File: config.mk
export PLATFORM = sky130hd
export DESIGN_NAME = euler_circuit_walker_top_flat
export DESIGN_NICKNAME = d
export VERILOG_FILES = /design/src/hw/rtl/ecw_pkg.sv /design/src/hw/rtl/ecw_if.sv /design/src/hw/rtl/ecw_ram.sv /design/src/hw/rtl/ecw_datapath.sv /design/src/hw/rtl/ecw_ctrl.sv /design/src/hw/rtl/euler_circuit_walker_top.sv /design/src/flat_wrapper.sv
export SDC_FILE = /design/constraint.sdc
export NUM_CORES = 1
export LEC_CHECK = 0
export BUFFER_PORTS_ARGS = -buffer_cell sky130_fd_sc_hd__buf_2
export CORE_ASPECT_RATIO = 0.7
export CORE_MARGIN = 2
export CORE_UTILIZATION = 50
export DETAILED_ROUTE_END_ITERATION = 10
export HOLD_SLACK_MARGIN = 0.12
export PLACE_DENSITY_LB_ADDON = 0.08
export SYNTH_ARGS = -nofsm -noshare
export SYNTH_HDL_FRONTEND = slang
export SYNTH_HIERARCHICAL = 1
export SYNTH_SLANG_ARGS = --single-unit
File: constraint.sdc
create_clock -name clk -period 4.4 [get_ports clk]
set_input_delay 0.44 -clock clk [delete_from_list [all_inputs] [get_ports clk]]
set_output_delay 0.44 -clock clk [all_outputs]
set_load 0.01 [all_outputs]
File: src/hw/rtl/ecw_pkg.sv
package ecw_pkg;

  localparam int MAX_VERTICES = 8;
  localparam int STACK_DEPTH  = 64;
  localparam int RESULT_LIMIT = 64;
  localparam int KW           = $clog2(RESULT_LIMIT + 1);

  localparam logic       CMD_WRITE = 1'b0;
  localparam logic       CMD_RUN   = 1'b1;

  localparam logic [1:0] VERDICT_NONE    = 2'd0;
  localparam logic [1:0] VERDICT_CIRCUIT = 2'd1;
  localparam logic [1:0] VERDICT_PATH    = 2'd2;

  localparam logic [3:0] VCOUNT_RESET = 4'd8;

  typedef struct packed {
    logic ready;
    logic class_step;
    logic copy;
    logic emit_none;
    logic push;
    logic pop;
    logic refill;
  } cmd_t;

  typedef struct packed {
    logic run_go;
    logic class_last;
    logic verdict_none;
    logic out_free;
    logic has_nb;
    logic pop_last;
  } stat_t;

endpackage

File: src/hw/rtl/ecw_if.sv
interface ecw_req_if;
  logic       valid;
  logic       ready;
  logic       command;
  logic [2:0] row;
  logic [2:0] col;
  logic       edge_present;
  logic [2:0] start_vertex;

  modport source (output valid, command, row, col, edge_present, start_vertex, input ready);
  modport sink   (input valid, command, row, col, edge_present, start_vertex, output ready);
endinterface

interface ecw_rsp_if;
  logic       valid;
  logic       ready;
  logic [2:0] vertex;
  logic       vertex_valid;
  logic [1:0] verdict;
  logic       last;

  modport source (output valid, vertex, vertex_valid, verdict, last, input ready);
  modport sink   (input valid, vertex, vertex_valid, verdict, last, output ready);
endinterface

File: src/hw/rtl/ecw_ram.sv
module ecw_ram #(
  parameter int WIDTH = 8,
  parameter int DEPTH = 64
) (
  input  logic                     clk,
  input  logic                     we,
  input  logic [$clog2(DEPTH)-1:0] waddr,
  input  logic [WIDTH-1:0]         wdata,
  input  logic [$clog2(DEPTH)-1:0] raddr,
  output logic [WIDTH-1:0]         rdata
);

  logic [WIDTH-1:0] mem [DEPTH];

  always_ff @(posedge clk) begin
    if (we) begin
      mem[waddr] <= wdata;
    end
    rdata <= mem[raddr];
  end

endmodule

File: src/hw/rtl/ecw_datapath.sv
module ecw_datapath #(
  parameter int MAX_VERTICES = ecw_pkg::MAX_VERTICES,
  parameter int STACK_DEPTH  = ecw_pkg::STACK_DEPTH
) (
  input  logic           clk,
  input  logic           rst,
  ecw_req_if.sink        req,
  ecw_rsp_if.source      rsp,
  input  logic           cfg_we,
  input  logic [3:0]     cfg_wdata,
  input  ecw_pkg::cmd_t  cmd,
  output ecw_pkg::stat_t st
);

  localparam int VW = $clog2(MAX_VERTICES);
  localparam int NW = $clog2(MAX_VERTICES + 1);
  localparam int SW = $clog2(STACK_DEPTH + 1);
  localparam int AW = $clog2(STACK_DEPTH);
  localparam int KW = ecw_pkg::KW;

  logic [3:0]              vcount;
  logic [MAX_VERTICES-1:0] adj  [MAX_VERTICES];
  logic [MAX_VERTICES-1:0] work [MAX_VERTICES];
  logic [MAX_VERTICES-1:0] reach;
  logic [1:0]              odd;
  logic [VW-1:0]           idx;
  logic [VW-1:0]           start_q;
  logic [1:0]              verdict_q;
  logic [VW-1:0]           top;
  logic [SW-1:0]           sp;
  logic [KW-1:0]           kcnt;

  logic [NW-1:0]           n;
  logic [MAX_VERTICES-1:0] mask;
  logic [MAX_VERTICES-1:0] reach_or;
  logic                    row_par;
  logic                    connected;
  logic [1:0]              verdict_c;
  logic [MAX_VERTICES-1:0] cur_row;
  logic [VW-1:0]           nb;
  logic [VW+2:0]           rowx, colx, startx, topx;
  logic                    acc;
  logic [VW-1:0]           rdata;

  assign acc    = req.valid && req.ready;
  assign rowx   = (VW+3)'(req.row);
  assign colx   = (VW+3)'(req.col);
  assign startx = (VW+3)'(req.start_vertex);
  assign topx   = (VW+3)'(top);

  always_comb begin
    if (vcount == 4'd0) begin
      n = NW'(1);
    end else if (int'(vcount) > MAX_VERTICES) begin
      n = NW'(MAX_VERTICES);
    end else begin
      n = NW'(vcount);
    end
  end

  always_comb begin
    mask     = '0;
    reach_or = '0;
    for (int i = 0; i < MAX_VERTICES; i++) begin
      mask[i] = (i < int'(n));
    end
    for (int j = 0; j < MAX_VERTICES; j++) begin
      if (reach[j]) begin
        reach_or = reach_or | (adj[j] & mask);
      end
    end
  end

  assign row_par   = ^(adj[idx] & mask);
  assign connected = ((reach & mask) == mask);

  always_comb begin
    if (!connected) begin
      verdict_c = ecw_pkg::VERDICT_NONE;
    end else if (odd == 2'd0) begin
      verdict_c = ecw_pkg::VERDICT_CIRCUIT;
    end else if (odd == 2'd2) begin
      verdict_c = ecw_pkg::VERDICT_PATH;
    end else begin
      verdict_c = ecw_pkg::VERDICT_NONE;
    end
  end

  // lowest-numbered neighbour of the top vertex
  assign cur_row = work[top];
  always_comb begin
    nb = '0;
    for (int i = MAX_VERTICES - 1; i >= 0; i--) begin
      if (cur_row[i]) begin
        nb = VW'(i);
      end
    end
  end

  assign st.run_go       = acc && (req.command == ecw_pkg::CMD_RUN);
  assign st.class_last   = (NW'(idx) == n - NW'(1));
  assign st.verdict_none = (verdict_c == ecw_pkg::VERDICT_NONE);
  assign st.out_free     = !rsp.valid || rsp.ready;
  assign st.has_nb       = (|cur_row) && (sp < SW'(STACK_DEPTH));
  assign st.pop_last     = (sp == SW'(1)) || (kcnt == KW'(ecw_pkg::RESULT_LIMIT - 1));

  assign req.ready = cmd.ready;

  ecw_ram #(.WIDTH(VW), .DEPTH(STACK_DEPTH)) u_stack (
    .clk   (clk),
    .we    (cmd.push),
    .waddr (AW'(sp - SW'(1))),
    .wdata (top),
    .raddr (AW'(sp - SW'(2))),
    .rdata (rdata)
  );

  always_ff @(posedge clk) begin
    if (rst) begin
      vcount    <= ecw_pkg::VCOUNT_RESET;
      rsp.valid <= 1'b0;
      for (int i = 0; i < MAX_VERTICES; i++) begin
        adj[i] <= '0;
      end
    end else begin
      if (cfg_we) begin
        vcount <= cfg_wdata;
      end
      if (acc && req.command == ecw_pkg::CMD_WRITE &&
          int'(req.row) < MAX_VERTICES && int'(req.col) < MAX_VERTICES) begin
        adj[rowx[VW-1:0]][colx[VW-1:0]] <= req.edge_present;
      end
      if (cmd.pop || cmd.emit_none) begin
        rsp.valid <= 1'b1;
      end else if (rsp.ready) begin
        rsp.valid <= 1'b0;
      end
    end

    if (st.run_go) begin
      reach   <= MAX_VERTICES'(1);
      odd     <= 2'd0;
      idx     <= '0;
      start_q <= (int'(req.start_vertex) < int'(n)) ? startx[VW-1:0] : '0;
    end
    if (cmd.class_step) begin
      reach <= reach | reach_or;
      idx   <= idx + VW'(1);
      if (row_par && odd != 2'd3) begin
        odd <= odd + 2'd1;
      end
    end
    if (cmd.copy) begin
      for (int i = 0; i < MAX_VERTICES; i++) begin
        work[i] <= (i < int'(n)) ? (adj[i] & mask) : '0;
      end
      top       <= start_q;
      sp        <= SW'(1);
      kcnt      <= '0;
      verdict_q <= verdict_c;
    end
    if (cmd.push) begin
      work[top][nb] <= 1'b0;
      work[nb][top] <= 1'b0;
      top           <= nb;
      sp            <= sp + SW'(1);
    end
    if (cmd.pop) begin
      rsp.vertex       <= topx[2:0];
      rsp.vertex_valid <= 1'b1;
      rsp.verdict      <= verdict_q;
      rsp.last         <= st.pop_last;
      sp               <= sp - SW'(1);
      kcnt             <= kcnt + KW'(1);
    end
    if (cmd.refill) begin
      top <= rdata;
    end
    if (cmd.emit_none) begin
      rsp.vertex       <= 3'd0;
      rsp.vertex_valid <= 1'b0;
      rsp.verdict      <= ecw_pkg::VERDICT_NONE;
      rsp.last         <= 1'b1;
    end
  end

endmodule

File: src/hw/rtl/ecw_ctrl.sv
module ecw_ctrl (
  input  logic           clk,
  input  logic           rst,
  input  ecw_pkg::stat_t st,
  output ecw_pkg::cmd_t  cmd
);

  typedef enum logic [2:0] {
    S_IDLE,
    S_CLASS,
    S_DECIDE,
    S_WALK,
    S_REFILL
  } state_t;

  state_t state;

  always_comb begin
    cmd            = '0;
    cmd.ready      = (state == S_IDLE);
    cmd.class_step = (state == S_CLASS);
    cmd.copy       = (state == S_DECIDE) && !st.verdict_none;
    cmd.emit_none  = (state == S_DECIDE) && st.verdict_none && st.out_free;
    cmd.push       = (state == S_WALK) && st.has_nb;
    cmd.pop        = (state == S_WALK) && !st.has_nb && st.out_free;
    cmd.refill     = (state == S_REFILL);
  end

  always_ff @(posedge clk) begin
    if (rst) begin
      state <= S_IDLE;
    end else begin
      case (state)
        S_IDLE: begin
          if (st.run_go) state <= S_CLASS;
        end
        S_CLASS: begin
          if (st.class_last) state <= S_DECIDE;
        end
        S_DECIDE: begin
          if (!st.verdict_none) begin
            state <= S_WALK;
          end else if (st.out_free) begin
            state <= S_IDLE;
          end
        end
        S_WALK: begin
          if (!st.has_nb && st.out_free) begin
            state <= st.pop_last ? S_IDLE : S_REFILL;
          end
        end
        S_REFILL: state <= S_WALK;
        default: state <= S_IDLE;
      endcase
    end
  end

endmodule

File: src/hw/rtl/euler_circuit_walker_top.sv
// Euler circuit / path walker over an adjacency bit matrix of up to MAX_VERTICES
// vertices. A write transaction (command 0) stores one matrix entry and gives no
// result; the mirror entry is not touched. A run transaction (command 1) first
// classifies the graph over the first vertex_count vertices (0 is taken as 1, and
// at most MAX_VERTICES are used), one step per vertex in use, each step widening
// the set reached from vertex 0 and folding in the degree parity of one row. If
// the graph is not a circuit or path, one result transaction with vertex_valid
// low and last high follows. Otherwise a working copy is loaded and the stack
// walk runs: each step either pushes a neighbour of the top vertex, or pops the
// top vertex and then refills the top of stack from the walk stack, a RAM with
// registered read; a pop waits while the result side stalls. Each popped vertex
// leaves as one result transaction, the final one with last high. The input
// side is not ready while a run is in progress.
module euler_circuit_walker_top #(
  parameter int MAX_VERTICES = ecw_pkg::MAX_VERTICES,
  parameter int STACK_DEPTH  = ecw_pkg::STACK_DEPTH
) (
  input  logic       clk,
  input  logic       rst,
  ecw_req_if.sink    req,
  ecw_rsp_if.source  rsp,
  input  logic       cfg_we,
  input  logic [3:0] cfg_wdata
);

  // command and status between sequencer and datapath
  ecw_pkg::cmd_t  cmd;
  ecw_pkg::stat_t st;

  ecw_ctrl u_ctrl (
    .clk (clk),
    .rst (rst),
    .st  (st),
    .cmd (cmd)
  );

  ecw_datapath #(
    .MAX_VERTICES (MAX_VERTICES),
    .STACK_DEPTH  (STACK_DEPTH)
  ) u_dp (
    .clk       (clk),
    .rst       (rst),
    .req       (req),
    .rsp       (rsp),
    .cfg_we    (cfg_we),
    .cfg_wdata (cfg_wdata),
    .cmd       (cmd),
    .st        (st)
  );

  // a result without a vertex is always the single verdict-none transaction
  a_none_item: assert property (@(posedge clk) disable iff (rst)
    rsp.valid && !rsp.vertex_valid |-> rsp.last && rsp.verdict == ecw_pkg::VERDICT_NONE)
    else $error("vertexless result is not a lone none verdict");

  // walk vertices only come from circuit or path runs
  a_walk_verdict: assert property (@(posedge clk) disable iff (rst)
    rsp.valid && rsp.vertex_valid |->
      rsp.verdict == ecw_pkg::VERDICT_CIRCUIT || rsp.verdict == ecw_pkg::VERDICT_PATH)
    else $error("walk vertex with none verdict");

  // a run transaction closes the input side on the next cycle
  a_run_busy: assert property (@(posedge clk) disable iff (rst)
    req.valid && req.ready && req.command == ecw_pkg::CMD_RUN |=> !req.ready)
    else $error("input ready right after a run transaction");

endmodule
File: src/flat_wrapper.sv
// flat-port wrapper written by rule: the top's interface ports become plain ports
module euler_circuit_walker_top_flat 
#(
  parameter int MAX_VERTICES = ecw_pkg::MAX_VERTICES,
  parameter int STACK_DEPTH  = ecw_pkg::STACK_DEPTH
)
  (clk, rst, cfg_we, cfg_wdata, req_valid, req_command, req_row, req_col, req_edge_present, req_start_vertex, req_ready, rsp_valid, rsp_vertex, rsp_vertex_valid, rsp_verdict, rsp_last, rsp_ready);
  ecw_req_if req_i ();
  ecw_rsp_if rsp_i ();
  input  logic clk;
  input  logic rst;
  input  logic cfg_we;
  input  logic [3:0] cfg_wdata;
  input wire logic [$bits(req_i.valid)-1:0] req_valid;
  input wire logic [$bits(req_i.command)-1:0] req_command;
  input wire logic [$bits(req_i.row)-1:0] req_row;
  input wire logic [$bits(req_i.col)-1:0] req_col;
  input wire logic [$bits(req_i.edge_present)-1:0] req_edge_present;
  input wire logic [$bits(req_i.start_vertex)-1:0] req_start_vertex;
  output wire logic [$bits(req_i.ready)-1:0] req_ready;
  output wire logic [$bits(rsp_i.valid)-1:0] rsp_valid;
  output wire logic [$bits(rsp_i.vertex)-1:0] rsp_vertex;
  output wire logic [$bits(rsp_i.vertex_valid)-1:0] rsp_vertex_valid;
  output wire logic [$bits(rsp_i.verdict)-1:0] rsp_verdict;
  output wire logic [$bits(rsp_i.last)-1:0] rsp_last;
  input wire logic [$bits(rsp_i.ready)-1:0] rsp_ready;
  assign req_i.valid = req_valid;
  assign req_i.command = req_command;
  assign req_i.row = req_row;
  assign req_i.col = req_col;
  assign req_i.edge_present = req_edge_present;
  assign req_i.start_vertex = req_start_vertex;
  assign req_ready = req_i.ready;
  assign rsp_valid = rsp_i.valid;
  assign rsp_vertex = rsp_i.vertex;
  assign rsp_vertex_valid = rsp_i.vertex_valid;
  assign rsp_verdict = rsp_i.verdict;
  assign rsp_last = rsp_i.last;
  assign rsp_i.ready = rsp_ready;
  euler_circuit_walker_top #(.MAX_VERTICES(MAX_VERTICES), .STACK_DEPTH(STACK_DEPTH)) u_core (.clk(clk), .rst(rst), .req(req_i), .rsp(rsp_i), .cfg_we(cfg_we), .cfg_wdata(cfg_wdata));
endmodule
==> results.toml <==
[logic_synthesis]
synth_top_family_by_area = "simple AND/OR/NAND/NOR gates"
synth_area_leaders = "edfxtp_1 (48%), dfxtp_1 (10%), mux4_2 (8.5%)"
async_reset_ff_share_pct = 0
synth_compound_area_share_pct = 11.0
syn_nets = 1514
synth_xor_area_share_pct = 1.07
ys_types = 77
syn_area_um2 = 18100
yosys_warnings = 6
synth_top_area_cell = "edfxtp_1"
syn_inst = 1478
ys_seq_elements = 379
syn_area_per_cell_um2 = 12.2
synth-edff-count = 289
synthSimpleGateAreaFrac_pct = 12.9
synthMuxAreaShare_pct = 12.8
yosys_most_used_dff = "edfxtp_1"
synth_top_area_share_pct = 48.0
synth_fa_ha_area_share_pct = 1.11
ys_seq_area_share_pct = 58.0

[floorplanning]
die_w_um = 231
die_y_um = 163
initial_core_util_pct = 50.5
fp.dieArea_um2 = 37700
core.rowCount = 58
ioPinCount = 29
core_um2 = 35800

[critical_path]
path_max_fanout = 11
critical_path_required_ps = 4620
slowest_delay_ps = 600
critPathArrivalTime_ps = 4340
cpMostUsedCell = "nor2_1"
slowest_stage = "dfxtp_1"
cp_num_buf_inv = 1
worstPathCellList = "mux4_2 -> nor3_1 -> a21oi_2 -> nor2_1 -> a31oi_1 -> and3_1 -> buf_4 -> nor2b_1 -> nand3_1 -> nor2_1"
r2r-end = "u_core/u_dp/u_stack/mem[62][2]$_DFFE_PP_"
reg2reg_depth = 10
regToRegSetupSlack_ps = 280
crit_path_start_kind = "flip-flop"
path_class = "reg2reg"
cp-end-kind = "flip-flop"
critical-path-top-delay-family = "simple AND/OR/NAND/NOR gates"

[global_route]
grt_usage_pct = 27.6
grt_pass1_vias = 11800
antenna_found_initial = 2
grt_pass1_wl_mm = 76.9
grt_max_degree = 67
overflow = 0

[clock_tree]
insertion_delay_ps = 550
cts.root.buffer_cell = "clkbuf_16"
cts_buffer_depth = 3
cts_num_sinks = 379
cts_resized = 0
htreeDepth = 2
cts_setup_buffers = 0
clk_pin_slew_ps = 60
holdBufCountCts = 1
cts_tree = "yes"
cts_buffers = 39

[finish]
final_common_cell = "edfxtp_1"
fin_area_um2 = 20000
area_delta_synth_final_pct = 10.4
layout_common_cells = "edfxtp_1 (289), nor2_1 (200), nand2_1 (114), dfxtp_1 (90), o21ai_0 (82)"
nNetsFinal = 1509
drive_above_1_share_pct = 15.1

[job]
max_cap_viol_count = 0

[drt]
drt_wl_total_mm = 51.2
num_vias = 12700
avgViaCountPerCell = 6.40
drtAntennaViolNets = 0
drcViolationCount = 0
dr.first_iter.drc_count = 1675
first_pass_iters = 8
avgRoutedWirePerCell_um = 25.8

[hold_path]
worstHoldPathType = "in2reg"
hold_depth = 3
hp-start = "cfg_wdata[2]"
hold-path-endpoint = "u_core/u_dp/vcount[2]$_SDFFE_PP0P_"

[timing]
rsz0062_at_grt = "no"
timing.fmax_ghz = 0.243
finalHoldViolCount = 0
setup_tns_ps = 0
relSlewSlack_pct = 32.8
finalSetupViolations = 0
worst_pin_slew_ps = 1010
fin_skew_ps = 16.0
min_period_ps = 4120
drv_slew = 0
period_share_pct = 93.6

[place]
portBuffers = 28
dp_hpwl_mm = 36.2
post_dp_cell_area_um2 = 18600
gp_congestion = 0.952

[outcome]
status = "finished, final reports clean"

[power_and_ir_drop]
p_sw_share_pct = 23.6
seqPwrFrac_pct = 49.6
ir_drop_mv = 0.296
p_int_uw = 6310
clkPwrFrac_pct = 42.4
p_per_area_nw_per_um2 = 414
p_sw_uw = 1950
p_leak_uw = 0.00693
pwr-share-comb_pct = 8.0
[layout make-up]
cell class	instances	area, µm²
flip-flops and latches	379	10500
fillers	2978	15800
well taps	480	601
inverters	22	82.6
diodes	1	2.50
multi-input cells	966	7020
clock buffers	46	1040
repair buffers	65	420
clock inverters	25	312
[worst min-delay path, stage by stage]
cell and delay (ps):
buf_2 80, mux2i_1 60, nor2_1 70
[cells by family (layout without fill, tap and decap cells)]
logic type | after synthesis | after routing
AO/OA/AOI/OAI | 310 | 310
XOR/XNOR | 22 | 22
adder cells (fa/ha/maj) | 16 | 16
buffers and inverters | 133 | 158
flip-flops | 379 | 379
multiplexers | 126 | 126
other | 0 | 1
AND/OR/NAND/NOR | 492 | 492
[cells in the mapped netlist, types with 9 or more instances]
cell type	count
xnor2_1	12
and3_1	25
nor2_1	200
a21o_1	9
edfxtp_1	289
buf_2	13
nand2_1	114
nand3_1	41
mux2i_1	35
xor2_1	10
nand2b_1	9
a21boi_0	9
dfxtp_1	90
mux4_1	11
inv_1	22
a22oi_1	37
nand3b_1	11
o21ai_0	82
a31oi_1	25
nor3_1	16
nor2b_1	21
ha_1	16
and2_1	15
clkbuf_1	81
mux4_2	68
a21oi_1	70
[layer usage]
layer | vias to the layer above | part of all wire [%] | GRT usage [%]
met5 | - | 0.025 | 0
met4 | 2 | 1.4 | 5.19
met3 | 49 | 12 | 8.76
met2 | 691 | 37 | 34.0
met1 | 6366 | 49 | 46.4
li1 | 5588 | - | -
[power by group through the flow]
| stage | logic (µW) | clock network [µW] | registers (µW) |
|---|---|---|---|
| after global routing | 726 | 3700 | 4100 |
| after detailed placement | 650 | 0 | 4160 |
| final | 664 | 3500 | 4100 |
| after global placement | 640 | 0 | 4160 |
| after CTS | 655 | 3550 | 4090 |
| after floorplan | 559 | 0 | 4050 |
[sequential cells by signal (all words and copies together), names as in the netlist, 3 cells and up, named ones only]
signal	flops
u_core/u_dp/sp	7
u_core/u_dp/work	64
u_core/u_dp/idx	3
u_core/u_dp/reach	8
u_core/u_dp/kcnt	7
u_core/u_ctrl/state	3
u_core/u_dp/top	3
u_core/u_dp/rsp.vertex	3
u_core/u_dp/vcount	4
u_core/u_dp/adj	64
u_core/u_dp/u_stack/mem	192
u_core/u_dp/u_stack/rdata	3
u_core/u_dp/start_q	3
[worst max path at each step]
stage          depth (start not counted)                          startpoint                                       end  slack [ps]
2_1_floorplan                         14  u_core/u_dp/vcount[3]$_SDFFE_PP1P_               u_core/u_dp/sp[0]$_DFFE_PP_         700
3_3_place_gp                          15  u_core/u_dp/vcount[2]$_SDFFE_PP0P_                                 flip-flop         560
3_5_place_dp                          10                           flip-flop  u_core/u_dp/u_stack/mem[62][0]$_DFFE_PP_         410
4_1_cts                               10                           flip-flop  u_core/u_dp/u_stack/mem[62][2]$_DFFE_PP_         400
5_1_grt                               15  u_core/u_dp/vcount[2]$_SDFFE_PP0P_                                 flip-flop         100
6_report                              10                           flip-flop  u_core/u_dp/u_stack/mem[62][2]$_DFFE_PP_         280
[metrics by stage]
stage / power, µW / hold slack [ps] / cells / setup WS [ps] / utilization (%)
6_report: 8260 / 142 / 1984 / 281 / 55.8
5_1_grt: 8530 / 157 / 1984 / 104 / 55.8
4_1_cts: 8290 / 121 / 1983 / 401 / 55.8
3_5_place_dp: 4810 / 454 / 1911 / 414 / 52.0
3_3_place_gp: 4800 / 448 / 1911 / 560 / 52.0
2_1_floorplan: 4610 / 435 / 1478 / 702 / -
(Power assumes the default switching activity.)
